## src/rtl/core/fir_fc_ram.sv

```systemverilog
module fir_fc_ram #(
    parameter int WIDTH = 16,
    parameter int DEPTH = 64,
    localparam int AW = (DEPTH > 1) ? $clog2(DEPTH) : 1
) (
    input  logic             clk,
    input  logic             we,
    input  logic [AW-1:0]    waddr,
    input  logic [WIDTH-1:0] wdata,
    input  logic [AW-1:0]    raddr,
    output logic [WIDTH-1:0] rdata
);

    logic [WIDTH-1:0] mem [DEPTH];

    // one write port, one registered read port
    always_ff @(posedge clk)
    begin
        if (we)
        begin
            mem[waddr] <= wdata;
        end
        rdata <= mem[raddr];
    end

endmodule

```

## config.mk

```make
export PLATFORM = sky130hd
export DESIGN_NAME = fir_fc_ram
export DESIGN_NICKNAME = d
export VERILOG_FILES = /design/src/rtl/core/fir_fc_ram.sv
export SDC_FILE = /design/constraint.sdc
export NUM_CORES = 1
export LEC_CHECK = 0
export ABC_CLOCK_PERIOD_IN_PS = 2800
export BUFFER_PORTS_ARGS = -buffer_cell sky130_fd_sc_hd__buf_2
export CAP_MARGIN = 5
export CORE_MARGIN = 2
export CORE_UTILIZATION = 55
export DETAILED_ROUTE_END_ITERATION = 16
export GPL_TIMING_DRIVEN = 0
export HOLD_SLACK_MARGIN = 0.1
export MAX_ROUTING_LAYER = met4
export PLACE_DENSITY_LB_ADDON = 0.2
export SYNTH_ARGS = -nofsm -noshare
export SYNTH_HDL_FRONTEND = slang
export SYNTH_SLANG_ARGS = --single-unit
```

## constraint.sdc

```tcl
create_clock -name clk -period 2.8 [get_ports clk]
set_clock_uncertainty 0.1 [all_clocks]
set_input_delay 0.84 -clock clk [delete_from_list [all_inputs] [get_ports clk]]
set_output_delay 0.84 -clock clk [all_outputs]
set_load 0.02 [all_outputs]
```

# Word level (Yosys, flattened, before mapping)
# Memory sizes are Yosys's and may differ from the RTL's. A register that Yosys moved wholly into a read port is not among the register bits.
# Cells that the tools add are included.
# word_totals
regBits	0
latch_bits	0
ram_bits	1024
mem_bits_ro	0
input_bits	30
out_inout_bits	16
elab_cells	3
memories	1
# mem_list
memory	depth	word_bits	rd	rd_ports_with_merged_regs	write_ports	line	rtl
mem	64	16	1	1	1	14	logic [WIDTH-1:0] mem [DEPTH];
# op_classes
add_sub_neg	0
mul	0
div_mod_pow	0
n_lt_le_gt_ge	0
n_eq_ne	0
n_shift	0
n_mux	2
bitwise_logic	0
n_reduce_logical	0
# op_table
op	n
$mux W1	2

# Depth between registers and ports, before layout
# Gate-level depths: netlist of run 1.
# depth
depth_word	2
ltp_mapped	10
mapped_depth_nobuf	5

# Worst setup path before layout of run 1
# Ideal clock, no wire load.
# synth_path
path_kind	input-to-reg
start	in waddr[3]
end	mem mem[48][0], enable pin
setup_ns	0.409
arrival_ns	2.466
slack_ns	-0.175
stages	4
path_buffers	1
cell_sequence	clkbuf_1 -> nor2b_1 -> nand4b_1 -> nor3_1
# synth_lines
item	line	rtl
from (decl)	8	input logic [AW-1:0] waddr,
to (decl)	14	
# Straight into the memory's write port.

# Worst setup path in the final report of run 1
# layout_path
start	in waddr[2]
end	mem mem[44][12], enable pin
# Straight into the memory's write port.

==> results of run 1 <==
-- worst max-delay path, stage by stage --
cell,delay [ps]
clkbuf_1,410
nor2b_1,320
nand2_1,550
nor2_1,710
buf_4,340
-- worst max path at each step --
| stage | endpoint | cells past startpoint | slack [ps] |
|---|---|---|---|
| 2_1_floorplan | mem[39][0] | 4 | -100 |
| 3_3_place_gp | mem[23][14] | 3 | -1290 |
| 3_5_place_dp | mem[29][10] | 4 | -960 |
| 4_1_cts | mem[3][13] | 4 | -6 |
| 5_1_grt | mem[3][13] | 4 | -140 |
| 6_report | mem[44][12] | 5 | -120 |
-- layer usage --
metal,share of wire (%),vias up,GRT usage (%)
li1,-,8092,-
met1,39,10410,36.80
met2,49,1010,42.78
met3,8.6,196,4.544
met4,4.0,0,10.38
met5,0,-,-
-- through the flow --
step | util [%] | total power [mW] | hold slack, ps
after detailed placement | 59.04 | 19.35 | 762.6
final | 63.79 | 31.97 | 537.5
after global placement | 57.76 | 19.28 | 767.1
after CTS | 63.54 | 32.10 | 727.2
after global routing | 63.77 | 32.79 | 545.1
after floorplan | - | 18.52 | 650.3
-- placed cells by master (no fill, tap or decap), types with 8 or more instances in the layout --
master,count
clkinv_1,19
mux2_2,27
nor2_1,13
nand3_1,23
a21oi_1,14
a221oi_1,16
buf_6,20
a211oi_1,8
buf_8,44
nand4_1,12
nor2_2,55
edfxtp_1,1024
clkinv_2,18
a211o_1,8
nand2_1,59
buf_4,26
mux4_2,220
clkbuf_16,102
a22oi_1,39
dfxtp_1,16
buf_12,10
mux2i_1,80
a311oi_1,8
nor2b_1,30
clkbuf_1,50
buf_2,65
-- kinds of logic after synthesis --
kind of cell | after synthesis
flops | 1040
compound gates | 129
simple gates | 220
buf+inv | 104
mux | 336
-- power by group --
part           total, mW  internal, mW  switching, mW
clock               12.9          7.38           5.52
combinational       1.80         0.627           1.17
sequential          17.3          17.2         0.0313
total               32.0          25.2           6.72
-- cell type report --
cell class,instances,share of cell area (%)
tap,950,2.598
buffer,103,1.643
antenna,6,0.03281
clock buffer,137,5.997
timing repair buffer,97,2.354
clock inverter,46,0.8039
sequential,1040,67.90
multi-input combinational,685,18.67
-- repair_timing --
item	CTS	global route
pin swaps	1	0
gates resized for setup	23	13
buffers inserted	3	0
setup endpoints to repair	103	134
-- state kept, by name, indices dropped and copies added, names as in the netlist --
| register | count |
|---|---|
| rdata | 16 |
| mem | 1024 |
==> metrics, run 1 <==
PortBufs 38; Die W 273.8 microns; clk_lat worst skew 660 ps; Main synth FF type edfxtp_1; netlist area before placement 40040 sq um; Crit Path Class in2reg; CP Data Arrival Time 3170 ps; vias 19700; max cap viols 0; share of post-route cells with drive strength above 1 30.50%; TritonCTS clock tree built; Worst Tran Pin Value 1355 ps; Yosys warnings 0; CP Launch Type primary input; Pleak 14.47 nW; Post-Syn Area per Cell 21.89 sq um; worst hold path type in2reg; Adder-Cell Fraction of Synth Area 0%; Final Hold Viols 0; Sink Count 1040; Synth top cells by count edfxtp_1 (1024), mux4_2 (220), mux2i_1 (85); Layout Cell Area excl Fill 45760 sq um; GRT Residual Overflow 0; fin cells 3064; top post-synthesis cells by area edfxtp_1 (77%), mux4_2 (12%), mux2i_1 (2.1%); Total Wirelength 97420 microns; placed cells 2868; clk buf depth 3; pre-CTS WS -964.4 ps; die area 74980 sq um; drt drc 0; Hold Path Sink mem[14][12]; final worst path period share 104.4%; initial antenna violation count 5; Setup TNS -7246 ps; drt via density 6.430; Post-synth ARST share 0%; Worst-path clk slew 60 ps; synthesized flop and latch total 1040; area leader, netlist edfxtp_1; Post-synth EDFFs 1024; worst setup path startpoint waddr[2]; count leader, synth edfxtp_1; count of cell types in the netlist 43; pwr dens 698.6 nW/um^2; element type at the critical path end flop; worst reg2reg path endpoint rdata[11]; Tmin final 2924 ps; Ports 46; Critical Path RT 3050 ps; # rows 98; Slew Limit Fails 0; Final nets 2057; R2R Setup Slk 500 ps; Post-DP Area 42350 sq um; # H-tree levels 3; worst r2r src mem[21][11]; worst-path fanout max 11; peak supply drop 476.3 uV; first-pass GRT wire length 139200 microns; xor and xnor area share after synthesis 0%; fillcell total 4737; dpl hpwl 62340 microns; drt wl/cell 31.79 microns; Max Clock Freq 342.0 MHz; synth-to-layout area growth 14.27%; Compound-Gate Fraction of Synth Area 2.409%; pin count of the biggest net entering global routing 65; Yosys top cell area share 76.79%; Hold Buf Count CTS 0; GPL Wtd Cong 0.8915; RSZ-0062 raised after global routing yes; CTS buffer count 100; hold path cells 1; Die Y 273.8 microns; post-synthesis sequential area ratio 77.59%; initial DRC count 2539; largest family of logic cells by synthesized area multiplexers; Reg2Reg Depth 5; Synth Instances 1829; Synth Area in Simple Gates 2.647%; multiplexer share of the synthesized area 15.52%; slew margin rel. 9.656%; area of the multi-input gates 8542 sq um; initial core utilization 55.82%; antenna violation net count after detailed routing 0; Net Count, Synth 1859; CORE AREA 71730 sq um; Tot GR Track Use 27.41%; status complete, but fails checks; Clock Tree Root clkbuf_16; drt pass-1 iters 5; hold path start wdata[12]; failing checks setup timing; number of setup violations in the final report 76; vias in the first global route 19600; PnR worst setup slack -123.7 ps; register area 31070 sq um
(Power assumes the default switching activity.)
==> inputs of run 2 (changes only) <==
--- a/config.mk
+++ b/config.mk
@@ -7,14 +7,13 @@
 export LEC_CHECK = 0
 export ABC_CLOCK_PERIOD_IN_PS = 2800
 export BUFFER_PORTS_ARGS = -buffer_cell sky130_fd_sc_hd__buf_2
-export CAP_MARGIN = 5
 export CORE_MARGIN = 2
 export CORE_UTILIZATION = 55
 export DETAILED_ROUTE_END_ITERATION = 16
 export GPL_TIMING_DRIVEN = 0
-export HOLD_SLACK_MARGIN = 0.1
 export MAX_ROUTING_LAYER = met4
 export PLACE_DENSITY_LB_ADDON = 0.2
+export RECOVER_POWER = 100
 export SYNTH_ARGS = -nofsm -noshare
 export SYNTH_HDL_FRONTEND = slang
 export SYNTH_SLANG_ARGS = --single-unit
==> metrics, run 2 (synthesis results as in run 1) <==
worst reg2reg path endpoint rdata[11]; # H-tree levels 3; CP Data Arrival Time 3330 ps; slew margin rel. -5.033%; critical path cell sequence buf_2, buf_4, buf_2, mux4_2, mux2i_1, a22oi_1, a31oi_2, a311oi_1; worst hold path type in2reg; Hold Buf Count CTS 0; Pleak 14.49 nW; commonest non-fill, non-tap cells in the layout edfxtp_1 (1024), mux4_2 (220), clkbuf_16 (105), mux2i_1 (81), nand2_1 (59); fin cells 3060; vias in the first global route 19520; Setup TNS -442.2 ps; clk buf depth 3; die area 74980 sq um; GPL Wtd Cong 0.8915; Die W 273.8 microns; last element of the critical path rdata[13]; max reg flops 1024; Tmin final 2915 ps; status complete, but fails checks; element type at the critical path end flop; Final nets 2052; initial core utilization 55.82%; largest registers mem: 1024 flops, rdata: 16 flops; Pwr Total 32.39 mW; TritonCTS clock tree built; Tot GR Track Use 27.37%; GRT Residual Overflow 0; final worst path period share 104.1%; Worst Tran Pin Value 1575 ps; clk_lat worst skew 670 ps; Max Clock Freq 343.1 MHz; Crit Path Class in2reg; CTS buffer count 102; max cap viols 5; pwr dens 707.4 nW/um^2; drt wl/cell 31.79 microns; Clock Tree Root clkbuf_16; drt pass-1 iters 7; Largest Register mem; most common cell after layout, fill and taps aside edfxtp_1; Die Y 273.8 microns; # rows 98; first-pass GRT wire length 138700 microns; most used cell, CP buf_2; worst-path fanout max 10; Sink Count 1040; initial DRC count 2423; Worst-path clk slew 60 ps; drt via density 6.399; CORE AREA 71730 sq um; CP Launch Type primary input; Total Wirelength 97280 microns; number of setup violations in the final report 28; Reg2Reg Depth 5; Slew Limit Fails 359; placed cells 2865; PortBufs 38; worst r2r src mem[21][11]; fillcell total 4705; peak supply drop 532.7 uV; Critical Path RT 3210 ps; failing checks capacitance limit, slew limit, setup timing; hold path start waddr[0]; dpl hpwl 62210 microns; synth-to-layout area growth 14.35%; area of the multi-input gates 8541 sq um; Ports 46; initial antenna violation count 4; antenna violation net count after detailed routing 0; PnR worst setup slack -114.6 ps; CP max stage cell a31oi_2; R2R Setup Slk 450 ps; crit-path max cell delay 540 ps; share of post-route cells with drive strength above 1 30.72%; vias 19580; worst setup path startpoint raddr[2]; pin count of the biggest net entering global routing 65; register area 31070 sq um; Final Hold Viols 0; RSZ-0062 raised after global routing yes; drt drc 0
-- run 2: what timing repair did --
item	4_1_cts	5_1_grt
endpoints found under the setup margin	134	134
pin swaps	1	0
resized for setup	21	23
setup buffers	3	0
-- run 2: area by class of cell --
cell class,count,share of cell area (%)
multi-input cells,685,18.65
flip-flops and latches,1040,67.86
repair buffers,90,2.088
diodes,7,0.03826
clock inverters,48,0.9974
clock buffers,137,6.110
well taps,950,2.596
plain buffers,103,1.661
-- run 2: per-layer routing --
metal	up-vias	global-route usage, %	wire length (microns)
met1	10350	36.56	37320
met5	-	-	0
met2	936	42.98	47630
met4	0	9.261	3716
li1	8094	-	-
met3	204	5.105	8609
-- run 2: how the worst min path moves through the flow --
stage,cells past startpoint,to,slack (ps)
CTS,4,mem[39][5],720
floorplan,5,rdata[10],650
global route,3,mem[49][5],750
global placement,3,rdata[3],770
finish,3,mem[49][5],750
detailed placement,3,rdata[9],770
-- run 2: power by group --
group | internal [mW] | total (mW) | switching [mW]
Clock | 7.72 | 13.3 | 5.61
Combinational | 0.611 | 1.78 | 1.16
Sequential | 17.3 | 17.3 | 0.0309
Total | 25.6 | 32.4 | 6.80
-- run 2: through the flow --
stage          area (sq um)  setup WS (ps)  util (%)  hold WS [ps]
2_1_floorplan         40050         -97.80         -         650.3
3_3_place_gp          41430          -1289     57.76         767.1
3_5_place_dp          42330          -1279     59.01         767.4
4_1_cts               45690         -256.9     63.70         723.2
5_1_grt               45770         -125.8     63.81         754.3
6_report              45790         -114.6     63.83         745.0
-- run 2: critical path, delay by kind of cell --
| family | cells | cell delay, ps |
|---|---|---|
| AO/OA/AOI/OAI | 3 | 790 |
| buffers and inverters | 3 | 860 |
| multiplexers | 2 | 820 |
